$ cat src/sv/jsu_pkg.sv
// Types and constants shared by the string unescape unit.
`timescale 1ns / 1ps
`default_nettype none
package jsu_pkg;

  typedef enum logic [2:0] {
    PH_IDLE,
    PH_TEXT,
    PH_ESC,
    PH_HEX,
    PH_SBACK,
    PH_SU,
    PH_HEX2,
    PH_UTF8
  } phase_t;

  localparam logic [1:0] ST_DATA   = 2'd0;
  localparam logic [1:0] ST_CLOSED = 2'd1;
  localparam logic [1:0] ST_ERROR  = 2'd2;

  typedef struct packed {
    logic [1:0] status;
    logic [7:0] data;
  } res_t;

  // Up to four results from one input byte; last_idx is the final slot.
  typedef struct packed {
    res_t [3:0] ent;
    logic [1:0] last_idx;
  } bundle_t;

  typedef struct packed {
    logic    valid;
    bundle_t b;
  } push_t;

endpackage
`default_nettype wire

$ cat src/sv/jsu_decode.sv
// Decoder state and per-byte unescape logic; some bytes emit a result bundle.
`timescale 1ns / 1ps
`default_nettype none
module jsu_decode (
  input  wire logic          clk,
  input  wire logic          rst_n,
  input  wire logic          in_fire,
  input  wire logic [7:0]    in_byte,
  input  wire logic          first,
  input  wire logic          no_more,
  output jsu_pkg::push_t     push
);

  localparam logic [7:0] CH_QUOTE = 8'h22;
  localparam logic [7:0] CH_BSL   = 8'h5C;
  localparam logic [7:0] CH_SLASH = 8'h2F;
  localparam logic [7:0] CH_B     = 8'h62;
  localparam logic [7:0] CH_F     = 8'h66;
  localparam logic [7:0] CH_N     = 8'h6E;
  localparam logic [7:0] CH_R     = 8'h72;
  localparam logic [7:0] CH_T     = 8'h74;
  localparam logic [7:0] CH_U     = 8'h75;
  localparam logic [7:0] CTRL_TOP = 8'd32;
  localparam logic [7:0] ASCII_TOP = 8'd128;
  localparam logic [15:0] SURR_HI_MIN = 16'hD800;
  localparam logic [15:0] SURR_LO_MIN = 16'hDC00;
  localparam logic [15:0] SURR_MAX    = 16'hDFFF;
  localparam logic [20:0] PLANE1      = 21'h10000;

  jsu_pkg::phase_t phase_r, phase_nxt, eff_phase;
  logic [15:0] hex_accum_r, hex_accum_nxt, eff_accum;
  logic [9:0]  high_unit_r, high_unit_nxt, eff_high;
  logic [1:0]  digit_count_r, digit_count_nxt, eff_digits;
  logic [23:0] utf8_hold_r, utf8_hold_nxt, eff_hold;
  logic [1:0]  utf8_needed_r, utf8_needed_nxt, eff_needed;

  logic        active, err, closed, emit;
  logic [4:0]  hv;
  logic [15:0] acc_new;
  logic [1:0]  lead;
  logic [7:0]  cont_lo, cont_hi;
  logic [20:0] pair_cp;
  jsu_pkg::bundle_t bun;

  function automatic jsu_pkg::bundle_t one_res(input logic [7:0] d, input logic [1:0] st);
    jsu_pkg::bundle_t r;
    r = '0;
    r.ent[0].data   = d;
    r.ent[0].status = st;
    return r;
  endfunction

  function automatic jsu_pkg::bundle_t utf8_enc(input logic [20:0] cp);
    jsu_pkg::bundle_t r;
    r = '0;
    if (cp < 21'h80) begin
      r.ent[0].data = cp[7:0];
    end else if (cp < 21'h800) begin
      r.ent[0].data = {3'b110, cp[10:6]};
      r.ent[1].data = {2'b10, cp[5:0]};
      r.last_idx    = 2'd1;
    end else if (cp < 21'h10000) begin
      r.ent[0].data = {4'b1110, cp[15:12]};
      r.ent[1].data = {2'b10, cp[11:6]};
      r.ent[2].data = {2'b10, cp[5:0]};
      r.last_idx    = 2'd2;
    end else begin
      r.ent[0].data = {5'b11110, cp[20:18]};
      r.ent[1].data = {2'b10, cp[17:12]};
      r.ent[2].data = {2'b10, cp[11:6]};
      r.ent[3].data = {2'b10, cp[5:0]};
      r.last_idx    = 2'd3;
    end
    return r;
  endfunction

  // Bit 4 flags a valid hex digit, low bits give its value.
  function automatic logic [4:0] hex_val(input logic [7:0] c);
    logic [4:0] r;
    r = '0;
    if (c >= 8'h30 && c <= 8'h39) begin
      r = {1'b1, c[3:0]};
    end else if ((c >= 8'h41 && c <= 8'h46) || (c >= 8'h61 && c <= 8'h66)) begin
      r = {1'b1, c[3:0] + 4'd9};
    end
    return r;
  endfunction

  always_comb begin
    // first restarts the decoder before the byte is taken
    eff_phase  = first ? jsu_pkg::PH_TEXT : phase_r;
    eff_accum  = first ? '0 : hex_accum_r;
    eff_high   = first ? '0 : high_unit_r;
    eff_digits = first ? '0 : digit_count_r;
    eff_hold   = first ? '0 : utf8_hold_r;
    eff_needed = first ? '0 : utf8_needed_r;
    active     = first || (phase_r != jsu_pkg::PH_IDLE);

    phase_nxt       = eff_phase;
    hex_accum_nxt   = eff_accum;
    high_unit_nxt   = eff_high;
    digit_count_nxt = eff_digits;
    utf8_hold_nxt   = eff_hold;
    utf8_needed_nxt = eff_needed;

    err     = 1'b0;
    closed  = 1'b0;
    emit    = 1'b0;
    bun     = '0;
    hv      = hex_val(in_byte);
    acc_new = {eff_accum[11:0], hv[3:0]};
    pair_cp = PLANE1 + {1'b0, eff_high, acc_new[9:0]};

    case (in_byte) inside
      [8'hC2:8'hDF]: lead = 2'd1;
      [8'hE0:8'hEF]: lead = 2'd2;
      [8'hF0:8'hF4]: lead = 2'd3;
      default:       lead = 2'd0;
    endcase

    cont_lo = 8'h80;
    cont_hi = 8'hBF;
    if (eff_hold[23:8] == 16'd0) begin
      case (eff_hold[7:0])
        8'hE0:   cont_lo = 8'hA0;
        8'hED:   cont_hi = 8'h9F;
        8'hF0:   cont_lo = 8'h90;
        8'hF4:   cont_hi = 8'h8F;
        default: ;
      endcase
    end

    case (eff_phase)
      jsu_pkg::PH_IDLE: ;
      jsu_pkg::PH_TEXT: begin
        if (in_byte == CH_QUOTE) begin
          closed = 1'b1;
        end else if (in_byte == CH_BSL) begin
          phase_nxt = jsu_pkg::PH_ESC;
        end else if (in_byte < CTRL_TOP) begin
          err = 1'b1;
        end else if (in_byte < ASCII_TOP) begin
          emit = 1'b1;
          bun  = one_res(in_byte, jsu_pkg::ST_DATA);
        end else if (lead == 2'd0) begin
          err = 1'b1;
        end else begin
          utf8_hold_nxt   = {16'd0, in_byte};
          utf8_needed_nxt = lead;
          phase_nxt       = jsu_pkg::PH_UTF8;
        end
      end
      jsu_pkg::PH_ESC: begin
        phase_nxt = jsu_pkg::PH_TEXT;
        emit      = 1'b1;
        case (in_byte)
          CH_QUOTE, CH_BSL, CH_SLASH: bun = one_res(in_byte, jsu_pkg::ST_DATA);
          CH_B: bun = one_res(8'h08, jsu_pkg::ST_DATA);
          CH_F: bun = one_res(8'h0C, jsu_pkg::ST_DATA);
          CH_N: bun = one_res(8'h0A, jsu_pkg::ST_DATA);
          CH_R: bun = one_res(8'h0D, jsu_pkg::ST_DATA);
          CH_T: bun = one_res(8'h09, jsu_pkg::ST_DATA);
          CH_U: begin
            emit            = 1'b0;
            phase_nxt       = jsu_pkg::PH_HEX;
            hex_accum_nxt   = '0;
            digit_count_nxt = '0;
          end
          default: begin
            emit = 1'b0;
            err  = 1'b1;
          end
        endcase
      end
      jsu_pkg::PH_HEX, jsu_pkg::PH_HEX2: begin
        if (!hv[4]) begin
          err = 1'b1;
        end else if (eff_digits != 2'd3) begin
          hex_accum_nxt   = acc_new;
          digit_count_nxt = eff_digits + 2'd1;
        end else begin
          // fourth digit completes the code unit
          hex_accum_nxt   = '0;
          digit_count_nxt = '0;
          if (eff_phase == jsu_pkg::PH_HEX) begin
            if (acc_new >= SURR_HI_MIN && acc_new <= SURR_MAX) begin
              if (acc_new >= SURR_LO_MIN) begin
                err = 1'b1;
              end else begin
                high_unit_nxt = acc_new[9:0];
                phase_nxt     = jsu_pkg::PH_SBACK;
              end
            end else begin
              emit      = 1'b1;
              bun       = utf8_enc({5'd0, acc_new});
              phase_nxt = jsu_pkg::PH_TEXT;
            end
          end else if (acc_new < SURR_LO_MIN || acc_new > SURR_MAX) begin
            err = 1'b1;
          end else begin
            emit      = 1'b1;
            bun       = utf8_enc(pair_cp);
            phase_nxt = jsu_pkg::PH_TEXT;
          end
        end
      end
      jsu_pkg::PH_SBACK: begin
        if (in_byte == CH_BSL) begin
          phase_nxt = jsu_pkg::PH_SU;
        end else begin
          err = 1'b1;
        end
      end
      jsu_pkg::PH_SU: begin
        if (in_byte == CH_U) begin
          phase_nxt       = jsu_pkg::PH_HEX2;
          hex_accum_nxt   = '0;
          digit_count_nxt = '0;
        end else begin
          err = 1'b1;
        end
      end
      jsu_pkg::PH_UTF8: begin
        if (in_byte < cont_lo || in_byte > cont_hi || eff_needed == 2'd0) begin
          err = 1'b1;
        end else if (eff_needed != 2'd1) begin
          utf8_needed_nxt = eff_needed - 2'd1;
          utf8_hold_nxt   = {eff_hold[15:0], in_byte};
        end else begin
          // sequence complete: flush held bytes then this one
          utf8_needed_nxt = '0;
          utf8_hold_nxt   = '0;
          phase_nxt       = jsu_pkg::PH_TEXT;
          emit            = 1'b1;
          if (eff_hold[23:16] != 8'd0) begin
            bun.ent[0].data = eff_hold[23:16];
            bun.ent[1].data = eff_hold[15:8];
            bun.ent[2].data = eff_hold[7:0];
            bun.ent[3].data = in_byte;
            bun.last_idx    = 2'd3;
          end else if (eff_hold[15:8] != 8'd0) begin
            bun.ent[0].data = eff_hold[15:8];
            bun.ent[1].data = eff_hold[7:0];
            bun.ent[2].data = in_byte;
            bun.last_idx    = 2'd2;
          end else begin
            bun.ent[0].data = eff_hold[7:0];
            bun.ent[1].data = in_byte;
            bun.last_idx    = 2'd1;
          end
        end
      end
      default: err = 1'b1;
    endcase

    if (active && !closed && no_more) begin
      err = 1'b1;
    end
    if (err || closed) begin
      emit            = 1'b1;
      bun             = one_res(8'd0, err ? jsu_pkg::ST_ERROR : jsu_pkg::ST_CLOSED);
      phase_nxt       = jsu_pkg::PH_IDLE;
      hex_accum_nxt   = '0;
      high_unit_nxt   = '0;
      digit_count_nxt = '0;
      utf8_hold_nxt   = '0;
      utf8_needed_nxt = '0;
    end
    if (!active) begin
      emit = 1'b0;
    end
  end

  assign push.valid = in_fire && emit;
  assign push.b     = bun;

  always_ff @(posedge clk) begin
    if (!rst_n) begin
      phase_r       <= jsu_pkg::PH_IDLE;
      hex_accum_r   <= '0;
      high_unit_r   <= '0;
      digit_count_r <= '0;
      utf8_hold_r   <= '0;
      utf8_needed_r <= '0;
    end else if (in_fire && active) begin
      phase_r       <= phase_nxt;
      hex_accum_r   <= hex_accum_nxt;
      high_unit_r   <= high_unit_nxt;
      digit_count_r <= digit_count_nxt;
      utf8_hold_r   <= utf8_hold_nxt;
      utf8_needed_r <= utf8_needed_nxt;
    end
  end

endmodule
`default_nettype wire

$ cat src/sv/jsu_emit.sv
// Result register with skid slot; serializes each bundle one result per transfer.
`timescale 1ns / 1ps
`default_nettype none
module jsu_emit (
  input  wire logic          clk,
  input  wire logic          rst_n,
  input  jsu_pkg::push_t     push,
  output logic               in_ready,
  output logic               out_tvalid,
  input  wire logic          out_tready,
  output logic [7:0]         out_tdata,
  output logic [1:0]         out_tuser,
  output logic               out_tlast
);

  jsu_pkg::bundle_t cur_r, cur_nxt, skid_r, skid_nxt;
  logic             cur_valid_r, cur_valid_nxt;
  logic             skid_valid_r, skid_valid_nxt;
  logic [1:0]       idx_r, idx_nxt;
  logic             at_last, cur_free;

  assign at_last  = (idx_r == cur_r.last_idx);
  assign cur_free = !cur_valid_r || (out_tready && at_last);

  always_comb begin
    cur_nxt        = cur_r;
    skid_nxt       = skid_r;
    cur_valid_nxt  = cur_valid_r;
    skid_valid_nxt = skid_valid_r;
    idx_nxt        = idx_r;
    if (cur_free) begin
      idx_nxt = '0;
      if (skid_valid_r) begin
        cur_nxt        = skid_r;
        cur_valid_nxt  = 1'b1;
        skid_valid_nxt = 1'b0;
      end else if (push.valid) begin
        cur_nxt       = push.b;
        cur_valid_nxt = 1'b1;
      end else begin
        cur_valid_nxt = 1'b0;
      end
    end else begin
      if (out_tready) begin
        idx_nxt = idx_r + 2'd1;
      end
      // hold the new bundle while the current one drains
      if (push.valid) begin
        skid_nxt       = push.b;
        skid_valid_nxt = 1'b1;
      end
    end
  end

  always_ff @(posedge clk) begin
    if (!rst_n) begin
      cur_valid_r  <= 1'b0;
      skid_valid_r <= 1'b0;
      idx_r        <= '0;
    end else begin
      cur_valid_r  <= cur_valid_nxt;
      skid_valid_r <= skid_valid_nxt;
      idx_r        <= idx_nxt;
    end
  end

  always_ff @(posedge clk) begin
    cur_r  <= cur_nxt;
    skid_r <= skid_nxt;
  end

  assign in_ready   = !skid_valid_r;
  assign out_tvalid = cur_valid_r;
  assign out_tdata  = cur_r.ent[idx_r].data;
  assign out_tuser  = cur_r.ent[idx_r].status;
  assign out_tlast  = at_last;

endmodule
`default_nettype wire

$ cat src/sv/json_string_unescape_unit.sv
// Top level of the JSON string body unescape unit.
//
//   channel  direction  tdata             tuser            tlast
//   in_      slave      [7:0] raw byte    [0] first        no_more
//   out_     master     [7:0] out byte    [1:0] status     last result of input
//
// One byte is accepted per cycle while in_tready is high; results are registered.
// A byte yielding k results occupies the output for k transfers (k up to 4);
// a skid slot lets one further byte enter while a bundle drains.
// in_tready drops only while the skid slot is full; output stalls hold everything.
// Reset (rst_n low, synchronous) returns the decoder to idle and empties the output.
`timescale 1ns / 1ps
`default_nettype none
module json_string_unescape_unit (
  input  wire logic       clk,
  input  wire logic       rst_n,
  input  wire logic       in_tvalid,
  output logic            in_tready,
  input  wire logic [7:0] in_tdata,   // [7:0] in_byte
  input  wire logic       in_tuser,   // [0] first
  input  wire logic       in_tlast,
  output logic            out_tvalid,
  input  wire logic       out_tready,
  output logic [7:0]      out_tdata,  // [7:0] out_byte
  output logic [1:0]      out_tuser,  // [1:0] status
  output logic            out_tlast
);

  jsu_pkg::push_t push;
  logic           in_fire;

  assign in_fire = in_tvalid && in_tready;

  jsu_decode u_decode (
    .clk     (clk),
    .rst_n   (rst_n),
    .in_fire (in_fire),
    .in_byte (in_tdata),
    .first   (in_tuser),
    .no_more (in_tlast),
    .push    (push)
  );

  jsu_emit u_emit (
    .clk        (clk),
    .rst_n      (rst_n),
    .push       (push),
    .in_ready   (in_tready),
    .out_tvalid (out_tvalid),
    .out_tready (out_tready),
    .out_tdata  (out_tdata),
    .out_tuser  (out_tuser),
    .out_tlast  (out_tlast)
  );

endmodule
`default_nettype wire

$ cat config.mk
export PLATFORM = sky130hd
export DESIGN_NAME = json_string_unescape_unit
export DESIGN_NICKNAME = d
export VERILOG_FILES = /design/src/sv/jsu_pkg.sv /design/src/sv/jsu_decode.sv /design/src/sv/jsu_emit.sv /design/src/sv/json_string_unescape_unit.sv
export SDC_FILE = /design/constraint.sdc
export NUM_CORES = 1
export LEC_CHECK = 0
export BUFFER_PORTS_ARGS = -buffer_cell sky130_fd_sc_hd__buf_2
export CORE_ASPECT_RATIO = 1.1
export CORE_MARGIN = 2
export CORE_UTILIZATION = 30
export CTS_CLUSTER_SIZE = 12
export DETAILED_ROUTE_END_ITERATION = 8
export HOLD_SLACK_MARGIN = 0.08
export SYNTH_ARGS = -nofsm -noshare
export SYNTH_HDL_FRONTEND = slang
export SYNTH_SLANG_ARGS = --single-unit
$ cat constraint.sdc
create_clock -name clk -period 12.5 [get_ports clk]
set_clock_uncertainty 0.15 [all_clocks]
set_input_delay 0.625 -clock clk [delete_from_list [all_inputs] [get_ports clk]]
set_output_delay 0.625 -clock clk [all_outputs]
set_load 0.03 [all_outputs]
# Word level (Yosys, flattened, before mapping)
# Index checks and enable logic that the tools add are counted.
classes:
  mux: 163
  n_addsub: 5
  magnitude_cmp: 27
  n_eq_ne: 23
  bitwise: 2
  n_reduce_logical: 38
ops:
  columns: ["operator", "count"]
  rows:
  - ["$mux W42", 9]
  - ["$mux W24", 9]
  - ["$mux W8", 26]
  - ["$mux W10", 15]
  - ["$pmux W8 S4", 3]
  - ["$mux W16", 5]
  - ["$pmux W10 S6", 1]
  - ["$eq A8 B7 Y1 const B", 7]
  - ["$mux W3", 17]
  - ["$pmux W24 S2", 1]
  - ["$mux W2", 21]
  - ["$mux W40", 1]
  - ["$pmux W10 S4", 1]
  - ["$mux W1", 34]
  - ["$eq A8 B8 Y1 const B", 4]
  - ["$ge A16 B16 Y1 const B", 2]
  - ["$pmux W16 S2", 1]
  - ["$mux W30", 1]
  - ["$ge A8 B8 Y1 const B", 3]
  - ["$le A8 B8 Y1 const B", 3]
  - ["$pmux W2 S3", 4]
  - ["$pmux W6 S2", 2]
  - ["$add A17 B20 Y21 const A", 1]
  - ["$lt A21 B12 Y1 const B", 1]
  - ["48 further kinds", 86]
totals:
  wordCells: 285
  inputBits: 14
  register_bits: 145
  output_inout_bits: 13

# Depth between registers and ports, before layout
logic_depth:
  depth_word: 19
  ltp_mapped: 20
  ltp_nobuf: 13

# Hierarchy
# From an unflattened synthesis, not the netlist that was laid out.
hier_totals:
  hier_cells: 846
  hier_area_um2: 8529.4
by_module_without_submodules:
  columns: ["mod", "instances", "cells_each", "area_per_inst_um2", "seq_area_each_um2"]
  rows:
  - ["jsu_decode", 1, 676, 5013.6, 1061.0]
  - ["jsu_emit", 1, 169, 3509.6, 2602.5]
  - ["json_string_unescape_unit", 1, 1, 6.3, 0.0]

# Least setup slack after synthesis
# No wires, ideal clock.
synth_path:
  path_type: "in2reg"
  from: "input port in_tuser"
  to: "register u_emit.skid_r[0] in the netlist's numbering, enable pin"
  cell_stages: 17
  setup_slack_ns: 3.721
  arrival_ns: 8.087
  t_required_ns: 11.808
  setup_time_ns: 0.542
  n_path_buf: 6
  path_cell_list: "clkbuf_1 > buf_2 > buf_1 > inv_1 > clkbuf_1 > nand2_1 > or4_1 > a21oi_1 > ha_1 > a221oi_1 > a41oi_1 > or4b_1 > buf_2 > nor3_1 > clkbuf_1 > nor2_1 > a2111oi_1"
synth_via:
  elab_chain_len: 15
  word_cells_on_any_way: 63
  cone_classes: "order compare (7); eq/ne (13); mux (29); reduce/logical (14)"
synth_lines:
  columns: ["element", "line_no", "rtl"]
  rows:
  - ["start, declared", "json_string_unescape_unit.sv:20", "input wire logic in_tuser,"]
  - ["$mux W24", "jsu_decode.sv:95", "eff_hold = first ? '0 : utf8_hold_r;"]
  - ["$eq A8 B8 Y1", "jsu_decode.sv:124", "case (eff_hold[7:0])"]
  - ["$pmux W6 S2", "jsu_decode.sv:124", null]
  - ["$mux W8", "jsu_decode.sv:123", "if (eff_hold[23:8] == 16'd0) begin"]
  - ["$lt A8 B8 Y1 / $gt A8 B8 Y1 (equally long branches)", "jsu_decode.sv:224", "if (in_byte < cont_lo || in_byte > cont_hi || eff_needed == 2'd0) begin"]
  - ["$logic_or A1 B1 Y1 (2 in series)", "jsu_decode.sv:224", null]
  - ["$mux W1", "jsu_decode.sv:224", null]
  - ["$pmux W1 S6", "jsu_decode.sv:133", "case (eff_phase)"]
  - ["$mux W1", "jsu_decode.sv:256", "if (active && !closed && no_more) begin"]
  - ["$logic_or A1 B1 Y1", "jsu_decode.sv:259", "if (err || closed) begin"]
  - ["$mux W1", "jsu_decode.sv:259", null]
  - ["$mux W1 (*)", "jsu_decode.sv:269", "if (!active) begin"]
  - ["$logic_and A1 B1 Y1 (*)", "jsu_decode.sv:274", "assign push.valid = in_fire && emit;"]
  - ["$reduce_and A2 Y1 (no line) (*)", null, null]
  - ["end signal, assigned", "jsu_emit.sv:69", "skid_r <= skid_nxt;"]
  - ["end, declared", "jsu_emit.sv:16", "jsu_pkg::bundle_t cur_r, cur_nxt, skid_r, skid_nxt;"]
# Mark *: on every way between the ends. The rest lies on a longest branch, timed or not.
# A chain may end at the register's enable or synchronous reset.

# Final worst setup path
layout_path:
  from: "register u_decode.utf8_hold_r[21]"
  to: "register u_emit.cur_r[32] in the netlist's numbering, enable pin"
layout_via:
  elab_chain_len: 15
  word_cells_on_any_way: 19
  cone_classes: "order compare (2); mux (10); reduce/logical (7)"
layout_lines:
  columns: ["element", "line_no", "rtl"]
  rows:
  - ["start, declared", "jsu_decode.sv:34", "logic [23:0] utf8_hold_r, utf8_hold_nxt, eff_hold;"]
  - ["start signal, assigned", "jsu_decode.sv:290", "utf8_hold_r <= utf8_hold_nxt;"]
  - ["$mux W24 (*)", "jsu_decode.sv:95", null]
  - ["$logic_not A16 Y1 (*)", "jsu_decode.sv:123", null]
  - ["$mux W8", "jsu_decode.sv:123", null]
  - ["$lt A8 B8 Y1 / $gt A8 B8 Y1 (equally long branches)", "jsu_decode.sv:224", null]
  - ["$logic_or A1 B1 Y1 (*) (2 in series)", "jsu_decode.sv:224", null]
  - ["$mux W1", "jsu_decode.sv:224", null]
  - ["$pmux W1 S6", "jsu_decode.sv:133", null]
  - ["$mux W1", "jsu_decode.sv:256", null]
  - ["$logic_or A1 B1 Y1", "jsu_decode.sv:259", null]
  - ["$mux W1 (*)", "jsu_decode.sv:259", null]
  - ["$mux W1 (*)", "jsu_decode.sv:269", null]
  - ["$logic_and A1 B1 Y1 (*)", "jsu_decode.sv:274", null]
  - ["$reduce_bool A2 Y1 (no line) (*)", null, null]
  - ["$reduce_and A2 Y1 (no line) (*)", null, null]
  - ["end signal, assigned", "jsu_emit.sv:68", "cur_r <= cur_nxt;"]
  - ["end, declared", "jsu_emit.sv:16", null]
# Marks and branches as above.

==> metrics.md <==
| Metric | Value |
|---|---|
| Synth top cells by count | `96 x nor2_1, 84 x nand2_1, 72 x edfxtp_1` |
| Final instance area | `0.00922 mm²` |
| RSZ-0062 raised after global routing | `no` |
| Crit-path cells | `nor4_1 > and2_1 > nand2_1 > or4_1 > a21oi_1 > ha_1 > a221oi_1 > a41oi_1 > or4b_1 > o21ai_1 > or4b_1 > o311ai_4 > a21oi_4` |
| Drt pass-1 iters | `6` |
| Finished Layout Cells | `1272` |
| P_leak | `3.09 nW` |
| Nets | `928` |
| Die area | `0.0287 mm²` |
| Final Max Slew Viols | `0` |
| Synth top area share | `0.264` |
| Critical Path RT | `12.43 ns` |
| Fin util | `0.342` |
| EDFF count, synth | `72` |
| Number of max-cap violations | `0` |
| Hold WS | `0.320 ns` |
| Top-Level Pins | `27` |
| Post-CTS setup buffers | `0` |
| H-tree depth | `4` |
| # port buffers | `26` |
| Setup_tns | `0 ns` |
| Initial Utilization | `0.304` |
| Distinct cell type count after synthesis | `88` |
| Max incr delay on CP | `0.77 ns` |
| Worst VDD drop | `56.0 µV` |
| TritonCTS buffer count | `17` |
| Period minus WS final | `5.72 ns` |
| Mapped Area | `0.00820 mm²` |
| Crit path buffers/inverters | `0` |
| Gpl congestion | `1.01` |
| Setup WS pre-CTS | `6.71 ns` |
| CP most frequent cell | `or4b_1` |
| Power per standard cell area | `112 mW/mm²` |
| Clock buffer depth | `2` |
| Sequential element share of the synthesized area | `0.403` |
| Final hold vios | `0` |
| Via density | `6.17` |
| Slowest CP cell | `or4b_1` |
| Achievable Freq | `175 MHz` |
| Pin count of the biggest net entering global routing | `60` |
| Fin crit share | `0.457` |
| Post-place instance area | `0.00866 mm²` |
| Async set or reset register ratio after synthesis | `0` |
| # setup viols final | `0` |
| Synthesized flop and latch total | `129` |
| Die Height | `177 µm` |
| Setup ws final | `6.78 ns` |
| Final Total Pwr | `1.03 mW` |
| Main synth FF type | `edfxtp_1` |
| Number of global-route vias before repair | `7328` |
| Rows | `63` |
| TritonCTS clock tree | `done` |
| Routed vias | `7849` |
| Mapped Nets | `930` |
| Grt ovf | `0` |
| Hold-fix buffers at CTS | `0` |
| Core Region | `0.0270 mm²` |
| CTS clk-pin slew, worst paths | `0.06 ns` |
| DRT iter0 DRCs | `1012` |
| Placed insts | `1241` |
| Critical path peak fanout | `36` |
| Worst Setup End Kind | `flip-flop` |
| CP Data Arrival Time | `5.64 ns` |
| Gate count after technology mapping | `905` |
| Final WL | `30.2 mm` |
| Antenna diodes | `0` |
| Die X | `162 µm` |
| Ys Warns | `0` |
| Routed WL per cell | `23.8 µm` |
| CTS resizes | `0` |
| Worst-Margin Slew | `1.17 ns` |
| Average size of a mapped cell | `9.07 µm²` |
| Skew-Pair Late Insertion Delay | `0.44 ns` |
| Sink Count | `129` |
| Hold WC Path Type | `in2reg` |
| GRT Util Overall | `0.212` |
| Largest cells by area after synthesis | `edfxtp_1 26%, dfxtp_1 14%, nor2_1 4.4%` |
| Share of cells above drive strength 1 | `0.127` |
| Status | `finished clean` |
| Final ANT Viol Nets | `0` |
| Most common cell in the netlist | `nor2_1` |
| Root buf cell | `clkbuf_16` |
| Post-DP HPWL | `22.1 mm` |
| Critical path class | `reg2reg` |
| First-pass GRT wire length | `46.0 mm` |
| CP top delay family | `simple AND/OR/NAND/NOR gates` |
| Max-slew headroom | `0.213` |
| Layout area overhead | `12.4%` |
| Post-synth top area cell | `edfxtp_1` |
| Crit path launch type | `flip-flop` |
| Initial antenna violation count | `0` |
| Fillers | `2791` |
| DR DRC count | `0` |
-- cells by family (layout without fill, tap and decap cells) --
logic type	count (synthesis)	after routing	synth area share
AOI/OAI and AO/OA	310	310	0.278
xor gates and xnor gates	10	10	0.0107
adders and majority gates	11	11	0.0168
buffers and inverters	87	97	0.0442
DFF	129	129	0.403
muxes	14	14	0.0299
other	1	1	0.000457
and+or+nand+nor	343	343	0.218
-- layer usage --
layer  global-route usage  up-vias  share of wire
met5                    0        -              0
met4                0.100        0          0.047
met3               0.0439      103          0.079
met2                0.334      455           0.46
met1                0.278     3772           0.42
li1                     -     3519              -
-- cell type report --
cell class | instances | area [µm²] | area share
Multi-Input combinational cell | 689 | 4560 | 0.495
Sequential cell | 129 | 3300 | 0.358
Tap cell | 357 | 447 | 0.0484
Clock buffer | 18 | 429 | 0.0465
Timing Repair Buffer | 43 | 258 | 0.0279
Clock inverter | 13 | 136 | 0.0148
Inverter | 23 | 86.3 | 0.00936
-- where the power goes --
part	total (mW)	switching (mW)	internal, mW
clock	0.495	0.203	0.293
combinational	0.0797	0.0585	0.0212
sequential	0.457	0.00372	0.453
-- flip-flops by register name, indices dropped and copies added, names as in the netlist --
name and cells:
u_emit.idx_r 2, u_decode.utf8_needed_r 2, u_decode.phase_r 3, u_decode.high_unit_r 10, u_emit.skid_valid_r 1, u_emit.out_tvalid 1, u_decode.hex_accum_r 12, u_decode.digit_count_r 2
u_decode.utf8_hold_r 24, u_emit.cur_r 36, u_emit.skid_r 36
-- worst paths after layout --
| path | slack, ns | cells past startpoint | end | start |
|---|---|---|---|---|
| setup / recovery | 6.78 | 13 | u_emit.cur_r[32] | u_decode.utf8_hold_r[21] |
| hold / removal | 0.32 | 3 | u_emit.idx_r[0] | out_tready |
| setup reg to reg | 6.78 | 13 | u_emit.cur_r[32] | u_decode.utf8_hold_r[21] |
| hold reg to reg | 0.34 | 2 | u_decode.utf8_needed_r[0] | u_decode.utf8_needed_r[0] |
-- cells in the final DEF (no fill, tap or decap), drive strengths merged, types with 18 or more instances in the layout --
cell type / instances
a21oi: 54
buf: 43
nand3: 23
o31ai: 23
nor2: 96
nor3: 31
o21ai: 47
clkbuf: 18
a32o: 25
edfxtp: 72
nand2: 84
inv: 27
dfxtp: 57
nor2b: 18
-- worst register-to-register path, delay by kind of cell (launching register included) --
family | cells | cell delay [ns]
AO/OA/AOI/OAI | 6 | 1.56
AND/OR/NAND/NOR | 6 | 3.04
adder cells (fa/ha/maj) | 1 | 0.26
flip-flops | 1 | 0.32
(Power assumes the default switching activity.)
